<file path="config.mk">
export PLATFORM = sky130hd
export DESIGN_NAME = box_frustum_cull_core
export DESIGN_NICKNAME = d
export VERILOG_FILES = /design/src/design/bfc_pkg.sv /design/src/design/box_frustum_cull_core.sv
export SDC_FILE = /design/constraint.sdc
export NUM_CORES = 2
export LEC_CHECK = 0
export BUFFER_PORTS_ARGS = -buffer_cell sky130_fd_sc_hd__buf_4
export CAP_MARGIN = 20
export CORE_ASPECT_RATIO = 0.7
export CORE_UTILIZATION = 30
export DETAILED_ROUTE_END_ITERATION = 12
export MAX_ROUTING_LAYER = met4
export SLEW_MARGIN = 40
export SYNTH_ARGS = -nofsm -noshare
export SYNTH_HDL_FRONTEND = slang
export SYNTH_SLANG_ARGS = --single-unit
</file>
<file path="constraint.sdc">
create_clock -name clk -period 18.4 [get_ports clk]
set_input_delay 3.68 -clock clk [delete_from_list [all_inputs] [get_ports clk]]
set_output_delay 3.68 -clock clk [all_outputs]
set_load 0.02 [all_outputs]
</file>
<file path="src/design/bfc_pkg.sv">
// ----------------------------------------------------------------------------
// bfc_pkg: shared types and constants for the box frustum cull core
// Holds the sequencer states, request codes, result classes and
// register offsets used by the core.
// ----------------------------------------------------------------------------
package bfc_pkg;

  typedef enum logic [1:0] {
    ST_IDLE,
    ST_RUN,
    ST_EVAL,
    ST_DONE
  } bfc_state_t;

  localparam logic REQ_LOAD = 1'b0;
  localparam logic REQ_TEST = 1'b1;

  localparam logic [1:0] CLASS_OUT  = 2'd0;
  localparam logic [1:0] CLASS_IN   = 2'd1;
  localparam logic [1:0] CLASS_PART = 2'd2;

  localparam logic REG_NUM_PLANES = 1'b0;

  localparam int unsigned ACC_W = 68;
  localparam logic [2:0] LAST_STEP = 3'd6;

endpackage

</file>
<file path="src/design/box_frustum_cull_core.sv">
// ----------------------------------------------------------------------------
// box_frustum_cull_core: axis-aligned box versus plane set classifier
// Stores up to MAX_PLANES clipping planes and classifies boxes as outside,
// fully inside or partially inside, using exact Q32.32 products.
// ----------------------------------------------------------------------------
// A plane load beat writes the plane table and gives no result. A box test
// beat works through each active plane in turn and then hands the result
// to the output register; the next beat can be taken once the result is in
// the output register. The test stops early at the first plane that rejects
// the box, and a stalled result holds the input side off until it is taken.
// Each plane is worked by a single shared 32x32 multiplier that forms the
// six products of the plane one per cycle into a product register, with a
// further step that adds the last product and an evaluation state that adds
// and compares the two wide sums.
// The input side stalls while a box is in work.
module box_frustum_cull_core
  import bfc_pkg::*;
#(
  parameter int MAX_PLANES = 6
) (
  input  logic               clk,
  input  logic               rst_n,

  input  logic               in_valid,
  output logic               in_stall,
  input  logic               in_req_type,
  input  logic [2:0]         in_plane_index,
  input  logic signed [31:0] in_normal_x,
  input  logic signed [31:0] in_normal_y,
  input  logic signed [31:0] in_normal_z,
  input  logic signed [31:0] in_plane_offset,
  input  logic signed [31:0] in_centre_x,
  input  logic signed [31:0] in_centre_y,
  input  logic signed [31:0] in_centre_z,
  input  logic signed [31:0] in_extent_x,
  input  logic signed [31:0] in_extent_y,
  input  logic signed [31:0] in_extent_z,

  output logic               out_valid,
  input  logic               out_stall,
  output logic [1:0]         out_cull_class,

  input  logic               psel,
  input  logic               penable,
  input  logic               pwrite,
  input  logic [2:0]         paddr,
  input  logic [31:0]        pwdata,
  output logic [31:0]        prdata,
  output logic               pready
);

  localparam int IW = (MAX_PLANES > 1) ? $clog2(MAX_PLANES) : 1;
  localparam int CW = $clog2(MAX_PLANES + 1);

  logic signed [31:0] nx_tab [MAX_PLANES];
  logic signed [31:0] ny_tab [MAX_PLANES];
  logic signed [31:0] nz_tab [MAX_PLANES];
  logic signed [31:0] off_tab [MAX_PLANES];

  bfc_state_t state_r, state_nxt;
  logic [2:0]  num_planes_r;
  logic [2:0]  step_r, step_nxt;
  logic [CW-1:0] pl_r, pl_nxt;
  logic [CW-1:0] n_r, n_nxt;
  logic        all_in_r, all_in_nxt;
  logic signed [ACC_W-1:0] dist_r, dist_nxt;
  logic signed [ACC_W-1:0] rad_r, rad_nxt;
  logic signed [63:0] prod_r, prod_nxt;
  logic        prod_rad_r, prod_rad_nxt;
  logic [1:0]  res_class_r, res_class_nxt;
  logic        out_valid_r, out_valid_nxt;
  logic [1:0]  out_class_r, out_class_nxt;

  logic signed [31:0] cx_r, cy_r, cz_r, ex_r, ey_r, ez_r;

  logic              in_acc;
  logic              cfg_wr;
  logic [IW-1:0]     rd_idx;
  logic [IW-1:0]     wr_idx;
  logic              wr_ok;
  logic [CW-1:0]     n_clamp;
  logic signed [31:0] mul_a, mul_b;
  logic signed [63:0] mul_p;
  logic [63:0]        prod_abs;
  logic signed [ACC_W-1:0] prod_ext;
  logic signed [ACC_W-1:0] off_ext;
  logic signed [ACC_W-1:0] sum_s, sum_t;
  logic [CW-1:0]     pl_inc;

  assign in_acc   = in_valid && !in_stall;
  assign in_stall = (state_r != ST_IDLE);
  assign cfg_wr   = psel && penable && pwrite && pready;
  assign pready   = 1'b1;
  assign prdata   = (paddr[2] == REG_NUM_PLANES) ? {29'd0, num_planes_r} : 32'd0;

  assign out_valid      = out_valid_r;
  assign out_cull_class = out_class_r;

  assign rd_idx  = pl_r[IW-1:0];
  assign wr_idx  = IW'(in_plane_index);
  assign wr_ok   = ({29'd0, in_plane_index} < 32'(MAX_PLANES));
  assign n_clamp = (32'(num_planes_r) > 32'(MAX_PLANES)) ? CW'(MAX_PLANES)
                                                          : CW'(num_planes_r);
  assign pl_inc  = pl_r + CW'(1);

  always_comb begin
    unique case (step_r)
      3'd0: begin
        mul_a = nx_tab[rd_idx];
        mul_b = ex_r;
      end
      3'd1: begin
        mul_a = ny_tab[rd_idx];
        mul_b = ey_r;
      end
      3'd2: begin
        mul_a = nz_tab[rd_idx];
        mul_b = ez_r;
      end
      3'd3: begin
        mul_a = nx_tab[rd_idx];
        mul_b = cx_r;
      end
      3'd4: begin
        mul_a = ny_tab[rd_idx];
        mul_b = cy_r;
      end
      3'd5: begin
        mul_a = nz_tab[rd_idx];
        mul_b = cz_r;
      end
      default: begin
        mul_a = nx_tab[rd_idx];
        mul_b = cx_r;
      end
    endcase
  end

  assign mul_p    = mul_a * mul_b;
  assign prod_abs = prod_r[63] ? 64'(-prod_r) : 64'(prod_r);
  assign prod_ext = prod_rad_r ? $signed({4'd0, prod_abs})
                               : $signed({{4{prod_r[63]}}, prod_r});
  assign off_ext  = $signed({{20{off_tab[rd_idx][31]}}, off_tab[rd_idx], 16'd0});
  assign sum_s    = dist_r + rad_r;
  assign sum_t    = dist_r - rad_r;

  always_ff @(posedge clk) begin
    if (!rst_n) begin
      state_r      <= ST_IDLE;
      num_planes_r <= 3'd6;
      out_valid_r  <= 1'b0;
      step_r       <= 3'd0;
      pl_r         <= '0;
      n_r          <= '0;
      all_in_r     <= 1'b1;
    end else begin
      state_r     <= state_nxt;
      out_valid_r <= out_valid_nxt;
      step_r      <= step_nxt;
      pl_r        <= pl_nxt;
      n_r         <= n_nxt;
      all_in_r    <= all_in_nxt;
      if (cfg_wr && (paddr[2] == REG_NUM_PLANES)) begin
        num_planes_r <= pwdata[2:0];
      end
    end
  end

  always_ff @(posedge clk) begin
    dist_r      <= dist_nxt;
    rad_r       <= rad_nxt;
    prod_r      <= prod_nxt;
    prod_rad_r  <= prod_rad_nxt;
    res_class_r <= res_class_nxt;
    out_class_r <= out_class_nxt;
    if (in_acc && (in_req_type == REQ_TEST)) begin
      cx_r <= in_centre_x;
      cy_r <= in_centre_y;
      cz_r <= in_centre_z;
      ex_r <= in_extent_x;
      ey_r <= in_extent_y;
      ez_r <= in_extent_z;
    end
    if (in_acc && (in_req_type == REQ_LOAD) && wr_ok) begin
      nx_tab[wr_idx]  <= in_normal_x;
      ny_tab[wr_idx]  <= in_normal_y;
      nz_tab[wr_idx]  <= in_normal_z;
      off_tab[wr_idx] <= in_plane_offset;
    end
  end

  always_comb begin
    state_nxt     = state_r;
    step_nxt      = step_r;
    pl_nxt        = pl_r;
    n_nxt         = n_r;
    all_in_nxt    = all_in_r;
    dist_nxt      = dist_r;
    rad_nxt       = rad_r;
    prod_nxt      = prod_r;
    prod_rad_nxt  = prod_rad_r;
    res_class_nxt = res_class_r;
    out_class_nxt = out_class_r;
    out_valid_nxt = out_valid_r && out_stall;

    unique case (state_r)
      ST_IDLE: begin
        if (in_acc && (in_req_type == REQ_TEST)) begin
          pl_nxt     = '0;
          step_nxt   = 3'd0;
          n_nxt      = n_clamp;
          all_in_nxt = 1'b1;
          if (n_clamp == '0) begin
            res_class_nxt = CLASS_PART;
            state_nxt     = ST_DONE;
          end else begin
            state_nxt = ST_RUN;
          end
        end
      end
      ST_RUN: begin
        if (step_r == 3'd0) begin
          dist_nxt = off_ext;
          rad_nxt  = '0;
        end else if (prod_rad_r) begin
          rad_nxt = rad_r + prod_ext;
        end else begin
          dist_nxt = dist_r + prod_ext;
        end
        prod_nxt     = mul_p;
        prod_rad_nxt = (step_r < 3'd3);
        if (step_r == LAST_STEP) begin
          state_nxt = ST_EVAL;
          step_nxt  = 3'd0;
        end else begin
          step_nxt = step_r + 3'd1;
        end
      end
      ST_EVAL: begin
        if (sum_s[ACC_W-1] || (sum_s == '0)) begin
          res_class_nxt = CLASS_OUT;
          state_nxt     = ST_DONE;
        end else begin
          if (sum_t[ACC_W-1]) begin
            all_in_nxt = 1'b0;
          end
          if (pl_inc == n_r) begin
            res_class_nxt = (all_in_r && !sum_t[ACC_W-1]) ? CLASS_IN : CLASS_PART;
            state_nxt     = ST_DONE;
          end else begin
            pl_nxt    = pl_inc;
            step_nxt  = 3'd0;
            state_nxt = ST_RUN;
          end
        end
      end
      ST_DONE: begin
        if (!out_valid_r || !out_stall) begin
          out_valid_nxt = 1'b1;
          out_class_nxt = res_class_r;
          state_nxt     = ST_IDLE;
        end
      end
      default: begin
        state_nxt = ST_IDLE;
      end
    endcase
  end

endmodule
</file>
# Word level (Yosys, flattened, before mapping)
# Memory sizes are Yosys's and may differ from the RTL's. A register that Yosys moved wholly into a read port is not among the register bits.
# Cells that the tools add are included.
word_totals:
  ff_bits: 413
  ramBits: 768
  input_bits: 366
  memories: 4
memory_table:
  columns: ["name", "depth", "width", "rd", "rd_ports_with_merged_regs", "write_ports", "line", "source"]
  rows:
  - ["nx_tab", 6, 32, 1, 1, 1, "box_frustum_cull_core.sv:55", "logic signed [31:0] nx_tab [MAX_PLANES];"]
  - ["ny_tab", 6, 32, 1, 1, 1, "box_frustum_cull_core.sv:56", "logic signed [31:0] ny_tab [MAX_PLANES];"]
  - ["nz_tab", 6, 32, 1, 1, 1, "box_frustum_cull_core.sv:57", "logic signed [31:0] nz_tab [MAX_PLANES];"]
  - ["off_tab", 6, 32, 1, 1, 1, "box_frustum_cull_core.sv:58", "logic signed [31:0] off_tab [MAX_PLANES];"]
classes:
  add_sub_neg: 7
  multipliers: 1
  magnitude_cmp: 3
  eq_ne: 18
  mux: 46
  n_bitwise: 2
  n_reduce_logical: 34
ops:
  columns: ["cell", "count"]
  rows:
  - ["68-bit two-way mux", 4]
  - ["68-bit adder", 3]
  - ["32-bit one-hot mux with 5 select lines", 1]
  - ["68-bit logical NOT", 1]
  - ["68-bit subtractor", 1]
  - ["32-bit by 32-bit multiplier with 64-bit output", 1]
  - ["64-bit two-way mux", 1]
  - ["64-bit negator", 1]
  - ["32-bit one-hot mux with 2 select lines", 1]
  - ["3-bit two-way mux", 16]
  - ["2-bit two-way mux", 11]
  - ["4-bit AND reduction", 4]
  - ["2-bit != test, second input constant", 7]
  - ["3-bit equality test, second input constant", 3]
  - ["1-bit logical AND", 9]
  - ["3-bit one-hot mux with 3 select lines", 1]
  - ["2-bit one-hot mux with 4 select lines", 1]
  - ["2-bit AND reduction", 4]
  - ["1-bit two-way mux", 7]
  - ["3-bit by 1-bit adder with 3-bit output, second input constant", 2]
  - ["3-bit logical NOT", 2]
  - ["3-bit one-hot mux with 2 select lines", 1]
  - ["2-bit nonzero test", 3]
  - ["2-bit equality test, second input constant", 2]
  - ["18 further kinds", 24]

# Logic depth before layout (Yosys ltp)
logic_depth:
  ltp_word: 8
  ltp_mapped: 43
  ltp_nobuf: 38

# Worst setup path after synthesis
# Ideal clock, no wire load.
synth_path:
  kind: "input port to flip-flop"
  from: "in in_plane_index[1]"
  to: "mem nx_tab[0][0] (enable)"
  setup_time_ns: 0.774
  arrival_time_ns: 12.689
  path_slack_ns: 4.937
  stages: 4
  path_cell_list: "a21oi_1 -> and3_1 -> nand2b_1 -> nor3_1"
synth_via:
  elab_chain_len: 4
synth_rtl:
  columns: ["element", "line", "source"]
  rows:
  - ["from (decl)", "box_frustum_cull_core.sv:27", "input logic [2:0] in_plane_index,"]
  - ["3-bit less-than comparator", "box_frustum_cull_core.sv:101", "assign wr_ok = ({29'd0, in_plane_index} < 32'(MAX_PLANES));"]
  - ["1-bit logical AND", "box_frustum_cull_core.sv:184", "if (in_acc && (in_req_type == REQ_LOAD) && wr_ok) begin"]
  - ["1-bit two-way mux", "box_frustum_cull_core.sv:184", null]
  - ["1-bit two-way mux (not written as such)", "box_frustum_cull_core.sv:185", "nx_tab[wr_idx] <= in_normal_x;"]
  - ["to (decl)", "box_frustum_cull_core.sv:55", null]
# Parallel ways exist; a longest one is shown, timed or not.

==> summary.txt <==
Clock network
  • H-tree depth: 3
  • Post-CTS Setup Inserts: 0
  • Clock Path Buffers: 3
  • Num CTS Buffers: roughly 120
  • Worst-Skew Late Latency: between 0.8 and 0.9 ns
  • # resized after CTS: 0
  • Worst-path clk slew: around 0.070 ns
  • CTS tree: done
  • CTS Root Cell: clkbuf_16
  • Hold_buf cts: 0
  • Clock tree sinks: between 1,000 and 1,500

Routing
  • DRC violations left: 0
  • DR iter-0 viols: 7,431
  • First-pass DRT Iterations: 9
  • WL final: 308,000 µm
  • DR vias/cell: roughly 5.2
  • Routed len/inst: between 20 and 25 µm
  • Post-detailed-route count of antenna-violating nets: 0
  • Via count: approximately 68,000

Yosys
  • Syn Area/Cell: 11.1 µm²
  • Post-Syn Instances: 8,616
  • EDFF count, synth: 1,165
  • Post-synth top area cell: edfxtp_1
  • Count of cell types in the netlist: 95
  • Synth Cell Area: ~0.096 mm²
  • Top FF cell, synth: edfxtp_1
  • Most numerous cell in the Yosys netlist: inv_1
  • Ys Warns: 0
  • Synth Register Bits: about 1,200
  • Seq/Total Area, Yosys: between 30% and 40%
  • Share of the synthesized area in the top cell type: 36.6%
  • Largest cells by area after synthesis: edfxtp_1 37%, fa_1 23%, ha_1 5.9%, inv_1 4.7%, mux4_2 3.3%
  • Ys async rst share: 0%
  • Synth cell count leaders: 1,206 x inv_1, 1,165 x edfxtp_1, 1,085 x fa_1, 790 x nor2_1, 770 x nand2_1

Timing
  • F_max: slightly above 0.08 GHz
  • Tcrit/Tclk final: roughly two thirds
  • RSZ-0062 raised after global routing: no
  • Clk_skew: 0.106 ns
  • Setup ws final: roughly 6 ns
  • Finish-stage setup viols: 0
  • Tmin final: between 10 and 15 ns
  • Final hold violation count: 0
  • Final Slew Violations: 0
  • Slew HR: between 30% and 40%
  • Slew @ Worst Pin: about 0.95 ns
  • Post-Route Setup TNS: 0 ns

Setup path
  • Worst Path Arrival: ~13 ns
  • Worst-path maximum fanout: 80
  • Critical path launch point type: flop
  • Worst path max stage delay: approximately 0.79 ns
  • CP required: 18.87 ns
  • Slowest CP cell: o221a_2
  • Critical path's most frequent cell: fa_1
  • Crit. End Element: flop
  • Critical setup path kind: reg -> reg

Finish
  • Non-Filler Instances: between 10,000 and 15,000
  • Layout cells sized above 1: between 10% and 20%
  • Fill cells: ~31,000
  • Final std cell area, no fill: ~0.11 mm²
  • Area growth syn-to-layout: 12.9%
  • Count of nets after finishing: 10,700

Run status
  • Status: completed

GRT
  • Number of global-route vias before repair: slightly below 70,000
  • Gr ovfl total: 0
  • Global-route usage over all layers: between 10% and 20%
  • Largest net degree at the start of global routing: about 120
  • Initial antenna violation count: 26
  • First-pass GRT wire length: roughly 460,000 µm

Floorplanning
  • Cell Rows: between 150 and 200
  • Die Wd: slightly below 700 µm
  • Total core area: 0.317 mm²
  • Ports: between 400 and 500
  • Die H: between 400 and 500 µm
  • Die area: approximately 0.32 mm²
  • Starting Density: between 30% and 40%

Placement
  • Detailed-placement wirelength estimate: approximately 240,000 µm
  • Placed inst area: ~0.10 mm²
  • Placed instance count: 12,900
  • Final Wtd Congestion: 0.993
  • Setup slack at placement: around 6 ns
  • IO buf count: 341

Job
  • MaxCap Viol Count: 0

Worst hold path
  • Worst min-delay path class: reg -> reg
  • Hold_sp: res_class_r[0]
==> path summary, 6_finish.rpt <==
check	to	slack (ns)	depth (start not counted)
max reg2reg	prod_r[63]	5.97	31
max	prod_r[63]	5.97	31
min	out_cull_class[0]	0.43	0
min reg2reg	out_cull_class[0]	0.43	0
==> cells by family (layout without fill, tap and decap cells) <==
kind of cell	count (synthesis)	in the layout	share of synthesized area, %
simple gates	2188	2188	10.2
buf+inv	1645	1918	6.64
fa+ha+maj	1539	1539	28.7
compound gates	1475	1475	9.94
flops	1184	1184	37.0
mux	315	315	5.14
xor+xnor	268	268	2.46
other cells	2	73	0.00786
==> worst max-delay path: cells and delay by family, from the launching register on <==
family | cells | cell delay (ns)
muxes | 1 | 0.60
and+or+nand+nor | 2 | 0.33
buffers and inverters | 4 | 1.17
AOI/OAI and AO/OA | 14 | 4.35
DFF | 1 | 0.76
adders and majority gates | 9 | 4.55
xor gates and xnor gates | 1 | 0.11
==> through the flow <==
| step | hold slack (ns) | util (%) |
|---|---|---|
| final | 0.432 | 34.1 |
| after detailed placement | 0.427 | 32.7 |
| after floorplan | 0.400 | - |
| after global routing | 0.455 | 34.0 |
| after global placement | 0.428 | 32.5 |
| after CTS | 0.433 | 34.0 |
==> final cells by class <==
| type | instances | area, µm² | area share, % |
|---|---|---|---|
| multi-input cells | 5815 | 54700 | 50.6 |
| repair buffers | 485 | 3870 | 3.59 |
| diodes | 43 | 108 | 0.0997 |
| well taps | 4200 | 5260 | 4.87 |
| clock inverters | 80 | 1040 | 0.964 |
| inverters | 1213 | 4570 | 4.23 |
| clock buffers | 140 | 3070 | 2.84 |
| flip-flops and latches | 1184 | 35400 | 32.8 |
==> placed cells by master (no fill, tap or decap), types with 19 or more instances in the layout <==
cell type / netlist / routed
xor2_1: 121 / 118
o22ai_1: 21 / 21
o21a_1: 34 / 31
conb_1: 2 / 30
a21o_1: 181 / 171
inv_1: 1206 / 1205
a211oi_1: 80 / 79
nand4_1: 53 / 53
nand2b_1: 73 / 73
mux2i_1: 158 / 157
and3_1: 32 / 32
nand2_1: 770 / 769
fa_1: 1085 / 1085
nor4_1: 50 / 44
mux4_2: 139 / 139
a31oi_1: 46 / 46
nor2b_1: 87 / 87
clkinv_1: 4 / 19
nor3_1: 83 / 69
or3_1: 28 / 27
edfxtp_1: 1165 / 1165
o21ai_0: 300 / 294
clkbuf_1: 317 / 20
nor2_1: 790 / 783
o31ai_1: 49 / 39
ha_1: 454 / 454
a221oi_1: 20 / 19
clkinv_2: 0 / 24
a21oi_1: 404 / 383
o21bai_1: 58 / 58
nand3_1: 84 / 84
diode_2: 0 / 43
and2_1: 62 / 61
xnor2_1: 147 / 140
buf_4: 32 / 463
o211ai_1: 76 / 76
clkbuf_16: 0 / 119
==> flip-flops by register name (all words and copies together) (netlist names), 2 cells and up, named ones only <==
| name | flops |
|---|---|
| pl_r | 3 |
| num_planes_r | 3 |
| prod_r | 64 |
| cx_r | 32 |
| state_r | 2 |
| nz_tab | 192 |
| off_tab | 192 |
| dist_r | 68 |
| cz_r | 32 |
| ny_tab | 192 |
| step_r | 3 |
| cy_r | 32 |
| res_class_r | 2 |
| nx_tab | 192 |
| rad_r | 68 |
| ey_r | 32 |
| ex_r | 32 |
| out_cull_class | 2 |
| ez_r | 32 |
| n_r | 3 |
==> layer usage <==
metal | track usage [%] | vias up | share of wire (%)
li1 | - | 29700 | -
met1 | 27.7 | 34700 | 45
met2 | 26.8 | 3483 | 41
met3 | 6.22 | 399 | 12
met4 | 3.94 | 0 | 2.2
met5 | - | - | 0
Power is not shown: default switching activity piles up to over one toggle a cycle in this logic, so the estimate is an artifact.
